==> config.mk <==
export PLATFORM = sky130hd
export DESIGN_NAME = fsk_tone_correlator_core
export DESIGN_NICKNAME = d
export VERILOG_FILES = /design/src/ftc_pkg.sv /design/src/fsk_tone_correlator_core.sv /design/src/ftc_front.sv /design/src/ftc_queue.sv /design/src/ftc_back.sv
export SDC_FILE = /design/constraint.sdc
export NUM_CORES = 2
export LEC_CHECK = 0
export BUFFER_PORTS_ARGS = -buffer_cell sky130_fd_sc_hd__buf_2
export CAP_MARGIN = 20
export CELL_PAD_IN_SITES_DETAIL_PLACEMENT = 1
export CELL_PAD_IN_SITES_GLOBAL_PLACEMENT = 1
export CORE_ASPECT_RATIO = 0.5
export CORE_MARGIN = 5
export CORE_UTILIZATION = 56
export CTS_CLUSTER_DIAMETER = 60
export DETAILED_ROUTE_END_ITERATION = 8
export PLACE_DENSITY = 0.82
export SKIP_LAST_GASP = 1
export SYNTH_ARGS = -nofsm -noshare
export SYNTH_HDL_FRONTEND = slang
export SYNTH_SLANG_ARGS = --single-unit
==> constraint.sdc <==
create_clock -name aclk -period 23.4 [get_ports aclk]
set_input_delay 1.17 -clock aclk [delete_from_list [all_inputs] [get_ports aclk]]
set_output_delay 1.17 -clock aclk [all_outputs]
set_load 0.1 [all_outputs]
==> src/ftc_pkg.sv <==
package ftc_pkg;

    // Channel set and sample format
    localparam int NUM_CHANNELS = 3;
    localparam int SAMPLE_BITS  = 16;
    localparam int CH_W         = 2;
    localparam int MASK_W       = 3;
    localparam logic [MASK_W-1:0] MASK_RESET = 3'h7;

    // Reference table and arithmetic widths
    localparam int TABLE_LEN   = 40;
    localparam int PHASE_W     = 6;
    localparam int MARK_STEP   = 6;
    localparam int SPACE_STEP  = 11;
    localparam int COEF_W      = 16;
    localparam int PROD_W      = SAMPLE_BITS + COEF_W;
    localparam int ACC_W       = 48;
    localparam int CNT_W       = 32;

    localparam logic signed [ACC_W-1:0] ACC_MAX = {1'b0, {(ACC_W-1){1'b1}}};
    localparam logic signed [ACC_W-1:0] ACC_MIN = {1'b1, {(ACC_W-1){1'b0}}};

    // Queue between front and back
    localparam int QUEUE_DEPTH = 4;
    localparam int QPTR_W      = $clog2(QUEUE_DEPTH);

    // Output bus layout
    localparam int M_TDATA_W = 72;

    typedef enum logic [1:0] {
        TONE_NONE  = 2'd0,
        TONE_MARK  = 2'd1,
        TONE_SPACE = 2'd2
    } tone_t;

    // One classified item as it travels from front to back
    typedef struct packed {
        logic signed [SAMPLE_BITS-1:0] sample;
        logic signed [COEF_W-1:0]      mark_coef;
        logic signed [COEF_W-1:0]      space_coef;
        logic [CH_W-1:0]               channel;
        logic                          last;
        logic                          valid;
        logic                          active;
    } ftc_item_t;

    // Q1.15 sine, one full period over the table
    function automatic logic signed [COEF_W-1:0] sine_q15(input logic [PHASE_W-1:0] idx);
        logic signed [COEF_W-1:0] v;
        case (idx)
            6'd0:  v = 16'sd0;
            6'd1:  v = 16'sd5126;
            6'd2:  v = 16'sd10126;
            6'd3:  v = 16'sd14876;
            6'd4:  v = 16'sd19260;
            6'd5:  v = 16'sd23170;
            6'd6:  v = 16'sd26509;
            6'd7:  v = 16'sd29196;
            6'd8:  v = 16'sd31163;
            6'd9:  v = 16'sd32364;
            6'd10: v = 16'sd32767;
            6'd11: v = 16'sd32364;
            6'd12: v = 16'sd31163;
            6'd13: v = 16'sd29196;
            6'd14: v = 16'sd26509;
            6'd15: v = 16'sd23170;
            6'd16: v = 16'sd19260;
            6'd17: v = 16'sd14876;
            6'd18: v = 16'sd10126;
            6'd19: v = 16'sd5126;
            6'd20: v = 16'sd0;
            6'd21: v = -16'sd5126;
            6'd22: v = -16'sd10126;
            6'd23: v = -16'sd14876;
            6'd24: v = -16'sd19260;
            6'd25: v = -16'sd23170;
            6'd26: v = -16'sd26509;
            6'd27: v = -16'sd29196;
            6'd28: v = -16'sd31163;
            6'd29: v = -16'sd32364;
            6'd30: v = -16'sd32767;
            6'd31: v = -16'sd32364;
            6'd32: v = -16'sd31163;
            6'd33: v = -16'sd29196;
            6'd34: v = -16'sd26509;
            6'd35: v = -16'sd23170;
            6'd36: v = -16'sd19260;
            6'd37: v = -16'sd14876;
            6'd38: v = -16'sd10126;
            6'd39: v = -16'sd5126;
            default: v = 16'sd0;
        endcase
        return v;
    endfunction

    // Advance a table index by a fixed step, wrapping at the table length
    function automatic logic [PHASE_W-1:0] phase_step(input logic [PHASE_W-1:0] ph,
                                                      input logic [PHASE_W-1:0] step);
        logic [PHASE_W:0] s;
        s = {1'b0, ph} + {1'b0, step};
        if (s >= (PHASE_W+1)'(TABLE_LEN)) begin
            s = s - (PHASE_W+1)'(TABLE_LEN);
        end
        return s[PHASE_W-1:0];
    endfunction

    // Signed add that clamps to the accumulator range
    function automatic logic signed [ACC_W-1:0] sat_add(input logic signed [ACC_W-1:0] acc,
                                                        input logic signed [PROD_W-1:0] prod);
        logic signed [ACC_W:0] s;
        s = (ACC_W+1)'(acc) + (ACC_W+1)'(prod);
        if (s[ACC_W] != s[ACC_W-1]) begin
            return s[ACC_W] ? ACC_MIN : ACC_MAX;
        end
        return s[ACC_W-1:0];
    endfunction

    // Magnitude of an accumulator value; the most negative value fits unsigned
    function automatic logic [ACC_W-1:0] acc_abs(input logic signed [ACC_W-1:0] v);
        logic [ACC_W-1:0] u;
        u = v;
        return v[ACC_W-1] ? (~u + ACC_W'(1)) : u;
    endfunction

endpackage

==> src/fsk_tone_correlator_core.sv <==
// FSK tone correlator (Bell 202 style, mark 1200 Hz, space 2200 Hz at 8 kHz).
// Takes one signed Q1.15 sample per cycle while the queue has room on the s_axis
// side, with its channel in tuser and the end of a buffer in tlast. Each sample of
// an enabled channel is multiplied by two sine references and summed in saturating
// 48-bit accumulators; the last sample of a buffer decides that channel's tone and
// carrier and sends one status item on m_axis; channels past the third give none.
// Throughput is one item per cycle unless the output is held, set by the single
// multiply-accumulate pair of the back end. A decision goes from the four-entry
// input queue through the product, accumulation and magnitude registers to the
// output register; while a result waits there, the queue fills with new items.
// Write active_mask via cfg_wr_en / cfg_wr_data only while idle; not enforced.
module fsk_tone_correlator_core
    import ftc_pkg::*;
(
    input  logic                   aclk,
    input  logic                   aresetn,
    input  logic                   cfg_wr_en,
    input  logic [MASK_W-1:0]      cfg_wr_data,      // active_mask
    input  logic                   s_axis_tvalid,
    output logic                   s_axis_tready,
    input  logic [SAMPLE_BITS-1:0] s_axis_tdata,     // [15:0] sample
    input  logic [CH_W-1:0]        s_axis_tuser,     // [1:0] channel
    input  logic                   s_axis_tlast,
    output logic                   m_axis_tvalid,
    input  logic                   m_axis_tready,
    // [1:0] tone, [2] carrier_on, [34:3] packet_count, [66:35] error_count
    output logic [M_TDATA_W-1:0]   m_axis_tdata,
    output logic [CH_W-1:0]        m_axis_tuser      // [1:0] out_channel
);

    logic      push_valid;
    logic      push_ready;
    ftc_item_t push_item;
    logic      q_valid;
    logic      q_ready;
    ftc_item_t q_item;

    ftc_front u_front (
        .aclk          (aclk),
        .aresetn       (aresetn),
        .cfg_wr_en     (cfg_wr_en),
        .cfg_wr_data   (cfg_wr_data),
        .s_axis_tvalid (s_axis_tvalid),
        .s_axis_tready (s_axis_tready),
        .s_axis_tdata  (s_axis_tdata),
        .s_axis_tuser  (s_axis_tuser),
        .s_axis_tlast  (s_axis_tlast),
        .push_valid    (push_valid),
        .push_ready    (push_ready),
        .push_item     (push_item)
    );

    ftc_queue u_queue (
        .aclk      (aclk),
        .aresetn   (aresetn),
        .in_valid  (push_valid),
        .in_ready  (push_ready),
        .in_item   (push_item),
        .out_valid (q_valid),
        .out_ready (q_ready),
        .out_item  (q_item)
    );

    ftc_back u_back (
        .aclk          (aclk),
        .aresetn       (aresetn),
        .q_valid       (q_valid),
        .q_ready       (q_ready),
        .q_item        (q_item),
        .m_axis_tvalid (m_axis_tvalid),
        .m_axis_tready (m_axis_tready),
        .m_axis_tdata  (m_axis_tdata),
        .m_axis_tuser  (m_axis_tuser)
    );

endmodule

==> src/ftc_front.sv <==
module ftc_front
    import ftc_pkg::*;
(
    input  logic                   aclk,
    input  logic                   aresetn,
    input  logic                   cfg_wr_en,
    input  logic [MASK_W-1:0]      cfg_wr_data,
    input  logic                   s_axis_tvalid,
    output logic                   s_axis_tready,
    input  logic [SAMPLE_BITS-1:0] s_axis_tdata,
    input  logic [CH_W-1:0]        s_axis_tuser,
    input  logic                   s_axis_tlast,
    output logic                   push_valid,
    input  logic                   push_ready,
    output ftc_item_t              push_item
);

    logic [MASK_W-1:0]  mask_reg;
    logic [PHASE_W-1:0] mark_ph_reg;
    logic [PHASE_W-1:0] mark_ph_next;
    logic [PHASE_W-1:0] space_ph_reg;
    logic [PHASE_W-1:0] space_ph_next;
    logic               accept;
    logic               ch_valid;
    logic               ch_active;

    assign s_axis_tready = push_ready;
    assign push_valid    = s_axis_tvalid;
    assign accept        = s_axis_tvalid && push_ready;

    // Classify the channel against the enable mask
    assign ch_valid  = (32'(s_axis_tuser) < NUM_CHANNELS);
    assign ch_active = ch_valid && mask_reg[s_axis_tuser];

    // Build the item: inactive items carry zero references
    always_comb begin
        push_item.sample     = $signed(s_axis_tdata);
        push_item.mark_coef  = ch_active ? sine_q15(mark_ph_reg) : '0;
        push_item.space_coef = ch_active ? sine_q15(space_ph_reg) : '0;
        push_item.channel    = s_axis_tuser;
        push_item.last       = s_axis_tlast;
        push_item.valid      = ch_valid;
        push_item.active     = ch_active;
    end

    // Advance phase on active items, restart at end of buffer
    always_comb begin
        mark_ph_next  = mark_ph_reg;
        space_ph_next = space_ph_reg;
        if (accept) begin
            if (s_axis_tlast) begin
                mark_ph_next  = '0;
                space_ph_next = '0;
            end else if (ch_active) begin
                mark_ph_next  = phase_step(mark_ph_reg, PHASE_W'(MARK_STEP));
                space_ph_next = phase_step(space_ph_reg, PHASE_W'(SPACE_STEP));
            end
        end
    end

    always_ff @(posedge aclk) begin
        if (!aresetn) begin
            mask_reg     <= MASK_RESET;
            mark_ph_reg  <= '0;
            space_ph_reg <= '0;
        end else begin
            if (cfg_wr_en) begin
                mask_reg <= cfg_wr_data;
            end
            mark_ph_reg  <= mark_ph_next;
            space_ph_reg <= space_ph_next;
        end
    end

endmodule

==> src/ftc_queue.sv <==
module ftc_queue
    import ftc_pkg::*;
(
    input  logic      aclk,
    input  logic      aresetn,
    input  logic      in_valid,
    output logic      in_ready,
    input  ftc_item_t in_item,
    output logic      out_valid,
    input  logic      out_ready,
    output ftc_item_t out_item
);

    ftc_item_t         mem_reg [QUEUE_DEPTH];
    logic [QPTR_W-1:0] wr_ptr_reg;
    logic [QPTR_W-1:0] rd_ptr_reg;
    logic [QPTR_W:0]   count_reg;
    logic [QPTR_W:0]   count_next;
    logic              push;
    logic              pop;

    assign in_ready  = (count_reg != (QPTR_W+1)'(QUEUE_DEPTH));
    assign out_valid = (count_reg != '0);
    assign out_item  = mem_reg[rd_ptr_reg];
    assign push      = in_valid && in_ready;
    assign pop       = out_valid && out_ready;

    always_comb begin
        count_next = count_reg;
        if (push && !pop) begin
            count_next = count_reg + 1'b1;
        end else if (pop && !push) begin
            count_next = count_reg - 1'b1;
        end
    end

    // Store pushed items
    always_ff @(posedge aclk) begin
        if (push) begin
            mem_reg[wr_ptr_reg] <= in_item;
        end
    end

    // Move pointers and fill level
    always_ff @(posedge aclk) begin
        if (!aresetn) begin
            wr_ptr_reg <= '0;
            rd_ptr_reg <= '0;
            count_reg  <= '0;
        end else begin
            if (push) begin
                wr_ptr_reg <= wr_ptr_reg + 1'b1;
            end
            if (pop) begin
                rd_ptr_reg <= rd_ptr_reg + 1'b1;
            end
            count_reg <= count_next;
        end
    end

endmodule

==> src/ftc_back.sv <==
module ftc_back
    import ftc_pkg::*;
(
    input  logic                 aclk,
    input  logic                 aresetn,
    input  logic                 q_valid,
    output logic                 q_ready,
    input  ftc_item_t            q_item,
    output logic                 m_axis_tvalid,
    input  logic                 m_axis_tready,
    output logic [M_TDATA_W-1:0] m_axis_tdata,
    output logic [CH_W-1:0]      m_axis_tuser
);

    logic adv;

    // Stage 1: products
    logic                     v1_reg;
    logic                     last1_reg;
    logic                     valid1_reg;
    logic                     active1_reg;
    logic [CH_W-1:0]          ch1_reg;
    logic signed [PROD_W-1:0] mprod1_reg;
    logic signed [PROD_W-1:0] sprod1_reg;

    // Stage 2: accumulation
    logic signed [ACC_W-1:0] mark_acc_reg;
    logic signed [ACC_W-1:0] space_acc_reg;
    logic signed [ACC_W-1:0] mark_acc_upd;
    logic signed [ACC_W-1:0] space_acc_upd;
    logic signed [ACC_W-1:0] mark_fin_reg;
    logic signed [ACC_W-1:0] space_fin_reg;
    logic                    v2_reg;
    logic                    active2_reg;
    logic [CH_W-1:0]         ch2_reg;

    // Stage 3: magnitudes
    logic [ACC_W-1:0] mark_abs_reg;
    logic [ACC_W-1:0] space_abs_reg;
    logic             v3_reg;
    logic             active3_reg;
    logic [CH_W-1:0]  ch3_reg;

    // Per-channel status
    logic       carrier_reg [NUM_CHANNELS];
    tone_t      tone_reg    [NUM_CHANNELS];
    logic [CNT_W-1:0] pkt_cnt_reg [NUM_CHANNELS];
    logic [CNT_W-1:0] err_cnt_reg [NUM_CHANNELS];

    logic             carrier_next;
    tone_t            tone_next;
    logic [CNT_W-1:0] pkt_next;
    logic [CNT_W-1:0] err_next;
    logic             mark_wins;
    logic             space_wins;

    logic             m_valid_reg;
    logic [M_TDATA_W-1:0] m_data_reg;
    logic [CH_W-1:0]  m_user_reg;

    // Whole back pipeline moves unless a result is stuck at the output
    assign adv     = !m_valid_reg || m_axis_tready;
    assign q_ready = adv;

    assign m_axis_tvalid = m_valid_reg;
    assign m_axis_tdata  = m_data_reg;
    assign m_axis_tuser  = m_user_reg;

    // Stage 1: multiply sample by both references
    always_ff @(posedge aclk) begin
        if (!aresetn) begin
            v1_reg <= 1'b0;
        end else if (adv) begin
            v1_reg <= q_valid;
        end
    end

    always_ff @(posedge aclk) begin
        if (adv && q_valid) begin
            last1_reg   <= q_item.last;
            valid1_reg  <= q_item.valid;
            active1_reg <= q_item.active;
            ch1_reg     <= q_item.channel;
            mprod1_reg  <= PROD_W'(q_item.sample) * PROD_W'(q_item.mark_coef);
            sprod1_reg  <= PROD_W'(q_item.sample) * PROD_W'(q_item.space_coef);
        end
    end

    // Stage 2: saturating accumulate, latch and clear at end of buffer
    assign mark_acc_upd  = sat_add(mark_acc_reg, mprod1_reg);
    assign space_acc_upd = sat_add(space_acc_reg, sprod1_reg);

    always_ff @(posedge aclk) begin
        if (!aresetn) begin
            mark_acc_reg  <= '0;
            space_acc_reg <= '0;
            v2_reg        <= 1'b0;
        end else if (adv) begin
            v2_reg <= v1_reg && last1_reg && valid1_reg;
            if (v1_reg) begin
                if (last1_reg) begin
                    mark_acc_reg  <= '0;
                    space_acc_reg <= '0;
                end else begin
                    mark_acc_reg  <= mark_acc_upd;
                    space_acc_reg <= space_acc_upd;
                end
            end
        end
    end

    always_ff @(posedge aclk) begin
        if (adv && v1_reg && last1_reg) begin
            mark_fin_reg  <= mark_acc_upd;
            space_fin_reg <= space_acc_upd;
            active2_reg   <= active1_reg;
            ch2_reg       <= ch1_reg;
        end
    end

    // Stage 3: absolute values
    always_ff @(posedge aclk) begin
        if (!aresetn) begin
            v3_reg <= 1'b0;
        end else if (adv) begin
            v3_reg <= v2_reg;
        end
    end

    always_ff @(posedge aclk) begin
        if (adv && v2_reg) begin
            mark_abs_reg  <= acc_abs(mark_fin_reg);
            space_abs_reg <= acc_abs(space_fin_reg);
            active3_reg   <= active2_reg;
            ch3_reg       <= ch2_reg;
        end
    end

    // Stage 4: decide and update the channel status
    assign mark_wins  = (mark_abs_reg > space_abs_reg);
    assign space_wins = (space_abs_reg > mark_abs_reg);

    always_comb begin
        carrier_next = 1'b0;
        tone_next    = tone_reg[ch3_reg];
        pkt_next     = pkt_cnt_reg[ch3_reg];
        err_next     = err_cnt_reg[ch3_reg];
        if (active3_reg) begin
            pkt_next = pkt_cnt_reg[ch3_reg] + 1'b1;
            if (mark_wins) begin
                tone_next    = TONE_MARK;
                carrier_next = 1'b1;
            end else if (space_wins) begin
                tone_next    = TONE_SPACE;
                carrier_next = 1'b1;
            end else begin
                tone_next = TONE_NONE;
                err_next  = err_cnt_reg[ch3_reg] + 1'b1;
            end
        end
    end

    always_ff @(posedge aclk) begin
        if (!aresetn) begin
            for (int i = 0; i < NUM_CHANNELS; i++) begin
                carrier_reg[i] <= (i == 0) || (i == 2);
                tone_reg[i]    <= (i == 0) ? TONE_MARK :
                                  (i == 2) ? TONE_SPACE : TONE_NONE;
                pkt_cnt_reg[i] <= '0;
                err_cnt_reg[i] <= '0;
            end
        end else if (adv && v3_reg) begin
            carrier_reg[ch3_reg] <= carrier_next;
            tone_reg[ch3_reg]    <= tone_next;
            pkt_cnt_reg[ch3_reg] <= pkt_next;
            err_cnt_reg[ch3_reg] <= err_next;
        end
    end

    // Output register
    always_ff @(posedge aclk) begin
        if (!aresetn) begin
            m_valid_reg <= 1'b0;
        end else if (adv) begin
            m_valid_reg <= v3_reg;
        end
    end

    always_ff @(posedge aclk) begin
        if (adv && v3_reg) begin
            m_user_reg <= ch3_reg;
            m_data_reg <= {5'b0, err_next, pkt_next, carrier_next, tone_next};
        end
    end

endmodule

==> key figures <==
Clocking
  • H-tree depth: 3
  • Setup Fix Bufs, Post-CTS: 0
  • Hold buffer count at cts: 0
  • Clock Pin Slew Worst Setup and Hold Paths: ~0.07 ns
  • Total clock buffers created by CTS: 90
  • TritonCTS clock tree: yes
  • Buffer depth of the longest clock path: 3
  • # resized after CTS: 0
  • Worst-Skew Late Latency: about 0.74 ns
  • Clock root buffer master: clkbuf_16
  • CTS sink count: 970

Cells and area
  • Register Area: 27600 µm²
  • Final #Nets: a little over 7000
  • Number of standard cells in the layout, taps in and fillers out: approximately 8000
  • Leading cell type in the layout, fill and taps excluded: edfxtp_1
  • Layout overhead on the synthesized area: 7.90%
  • Utilization after layout: 0.610
  • Share of final-layout standard cells stronger than drive strength 1: 0.0842
  • Max FFs per register: 212
  • Fill count: approximately 12000
  • Highest-count cells in the layout ignoring fill and taps: edfxtp_1 (812), inv_1 (795), nor2_1 (654)
  • Post-route standard cell area excluding fillers: 72100 µm²
  • Area of the multi-input gates: ~35000 µm²

Critical path
  • Delay contributed by the slowest stage of the critical path: ~0.88 ns
  • Maximum net fanout on the critical path: 64
  • Req. time, crit path: about 24 ns
  • Type of the setup path with the least slack: register to register
  • Reg-to-reg endpoint: u_back.mprod1_reg[30]
  • Arrival time of data at the critical path endpoint: 9.34 ns
  • Crit-path cells: buf_4 > mux2_2 > o21ai_1 > nor2_1 > fa_1 > inv_1 > fa_1 > fa_1 > inv_1 > fa_1 > fa_1 > inv_1 > fa_1 > inv_1 > ha_1 > and3_1 > and3_1 > o311ai_0 > a21boi_0 > a21oi_1 > a31oi_1 > o21a_1 > o311ai_0
  • Setup slack of the worst register-to-register path: 14.48 ns
  • Type of element capturing the critical path: register
  • Depth of the worst register-to-register path: 23
  • Slowest library cell on the worst path: buf_4
  • Most Frequent Cell on Critical Path: fa_1
  • Crit path launch type: register

Synthesis
  • Ys flop type: edfxtp_1
  • Top cells by area in the synthesized netlist: edfxtp_1 (36%), fa_1 (16%), ha_1 (6.4%)
  • Post-Syn Area: roughly 67000 µm²
  • Biggest area consumer among synthesized cells: edfxtp_1
  • Count of mapped cells out of synthesis: 6206
  • Post-synthesis async set-or-reset flop share: 0
  • Number of synthesized flops with an enable pin: a little over 800
  • Total number of yosys warnings: 0
  • Average footprint of a synthesized cell: about 11 µm²
  • Seq cells post-synth: 970
  • Library cells used by synthesis: 93
  • Proportion of synthesized chip area in sequential cells: 0.412
  • Area fraction of the dominant cell type after synthesis: 0.365

STA
  • Clock period minus final worst setup slack: 8.92 ns
  • Final number of setup-violating endpoints: 0
  • Relative slew slack: 0.205
  • Setup total negative slack: 0 ns
  • Maximum clock rate: around 110 MHz
  • RSZ-0062 raised after global routing: false
  • Number of max-slew violations in the final report: 0
  • Part of the cycle the worst path needs: 0.381
  • Pin slew with the least headroom to its limit: between 1 and 1.5 ns
  • Number of hold-slack violations in the final timing report: 0
  • Final clock skew: 0.0574 ns

Placement
  • Count of input and output buffers: 97
  • Routability congestion estimate from global placement: 0.909
  • Placed cells: just under 8000
  • Placed Area: a little under 70000 µm²
  • Detailed Place HPWL: 140000 µm

Global route
  • Pin count of the biggest net entering global routing: 87
  • GRT Total Usage: 0.305
  • Wire length of the first global-routing pass: roughly 300000 µm
  • Number of antenna violations at the first check in global routing: 5
  • Global route overflow: 0
  • Via count of the first global-routing pass: roughly 53000

Die
  • Io pins: between 100 and 150
  • Initial Utilization: 0.566
  • Die height: between 200 and 300 µm
  • Die Span X: 499 µm
  • Number of cell rows: just under 90
  • Core Region: ~120000 µm²
  • Area of the die: about 130000 µm²

Routing
  • Aggregate routed wire length: around 190000 µm
  • Starting DRT DRC Count: ~3500
  • Routed via count divided by cell count: between 6 and 7
  • Routed via count: about 48000
  • Remaining antenna violation count: 0
  • Detailed-route wire length per cell: 24.6 µm
  • Remaining design rule violation count: 0
  • Number of iterations in the first detailed-routing pass: 6

Worst hold path
  • Type of the most critical hold path: register to register
  • HP Start: u_back.active1_reg
  • Hold Path Stages: 0
  • Terminating pin of the worst hold path: u_back.active2_reg

Flow run
  • Count of max-cap constraint violations: 0

Status
  • Run status: completed
## Yosys cell counts, drive strengths merged (60+ instances only)
master    n
and2     95
xnor2   214
o211ai   61
edfxtp  812
xor2     93
nand3    80
a21oi   278
dfxtp   158
nor2    655
inv     797
fa      527
o21a     60
ha      340
clkbuf  239
o21ai   264
nand2   548
mux4     83
a21o     72
## worst max path at each step
stage                                        to  slack (ns)      from  cells after the start
after floorplan           u_back.sprod1_reg[30]       15.82  register                     28
after global placement    u_back.sprod1_reg[30]       14.73  register                     24
after detailed placement  u_back.mprod1_reg[30]       14.56  register                     23
after CTS                 u_back.mprod1_reg[30]       14.49  register                     23
after global routing      u_back.mprod1_reg[30]       14.00  register                     23
final                     u_back.mprod1_reg[30]       14.48  register                     23
## cell type report
type                            instances  share of cell area
Antenna cell                            1           0.0000347
Clock buffer                          116              0.0338
Clock inverter                         52             0.00883
Inverter                              802              0.0418
Multi-Input combinational cell       4168               0.490
Sequential cell                       970               0.382
Tap cell                             1592              0.0276
Timing Repair Buffer                  177              0.0154
## worst max-delay path: cells and delay by family (launching register included)
family / cells / cell delay (ns)
DFF: 1 / 0.63
buffers and inverters: 5 / 1.09
adders and majority gates: 7 / 3.40
muxes: 1 / 0.44
and+or+nand+nor: 3 / 0.56
AOI/OAI and AO/OA: 7 / 2.44
## per-layer routing
| layer | part of all wire | global-route usage |
|---|---|---|
| met1 | 0.41 | 0.387 |
| met5 | 0.00016 | 0 |
| met4 | 0.038 | 0.111 |
| met2 | 0.49 | 0.533 |
| met3 | 0.060 | 0.0512 |
## logic make-up (layout without fill, tap and decap cells)
group | after synthesis | after routing | synth area share
AO/OA/AOI/OAI | 1058 | 1058 | 0.102
AND/OR/NAND/NOR | 1716 | 1716 | 0.115
XOR/XNOR | 307 | 307 | 0.0402
buffers and inverters | 1072 | 1147 | 0.0607
other | 1 | 6 | 0.0000561
adder cells (fa/ha/maj) | 902 | 902 | 0.227
multiplexers | 180 | 180 | 0.0433
flip-flops | 970 | 970 | 0.412
## metrics by stage
step | hold slack (ns) | worst slack, ns
5_1_grt | 0.458 | 14.00
3_5_place_dp | 0.421 | 14.56
6_report | 0.434 | 14.48
2_1_floorplan | 0.400 | 15.82
3_3_place_gp | 0.408 | 14.73
4_1_cts | 0.436 | 14.49
Power is left out: the tool's default activity adds up to more than one toggle a clock period on the data nets, which glitch-free logic cannot reach.
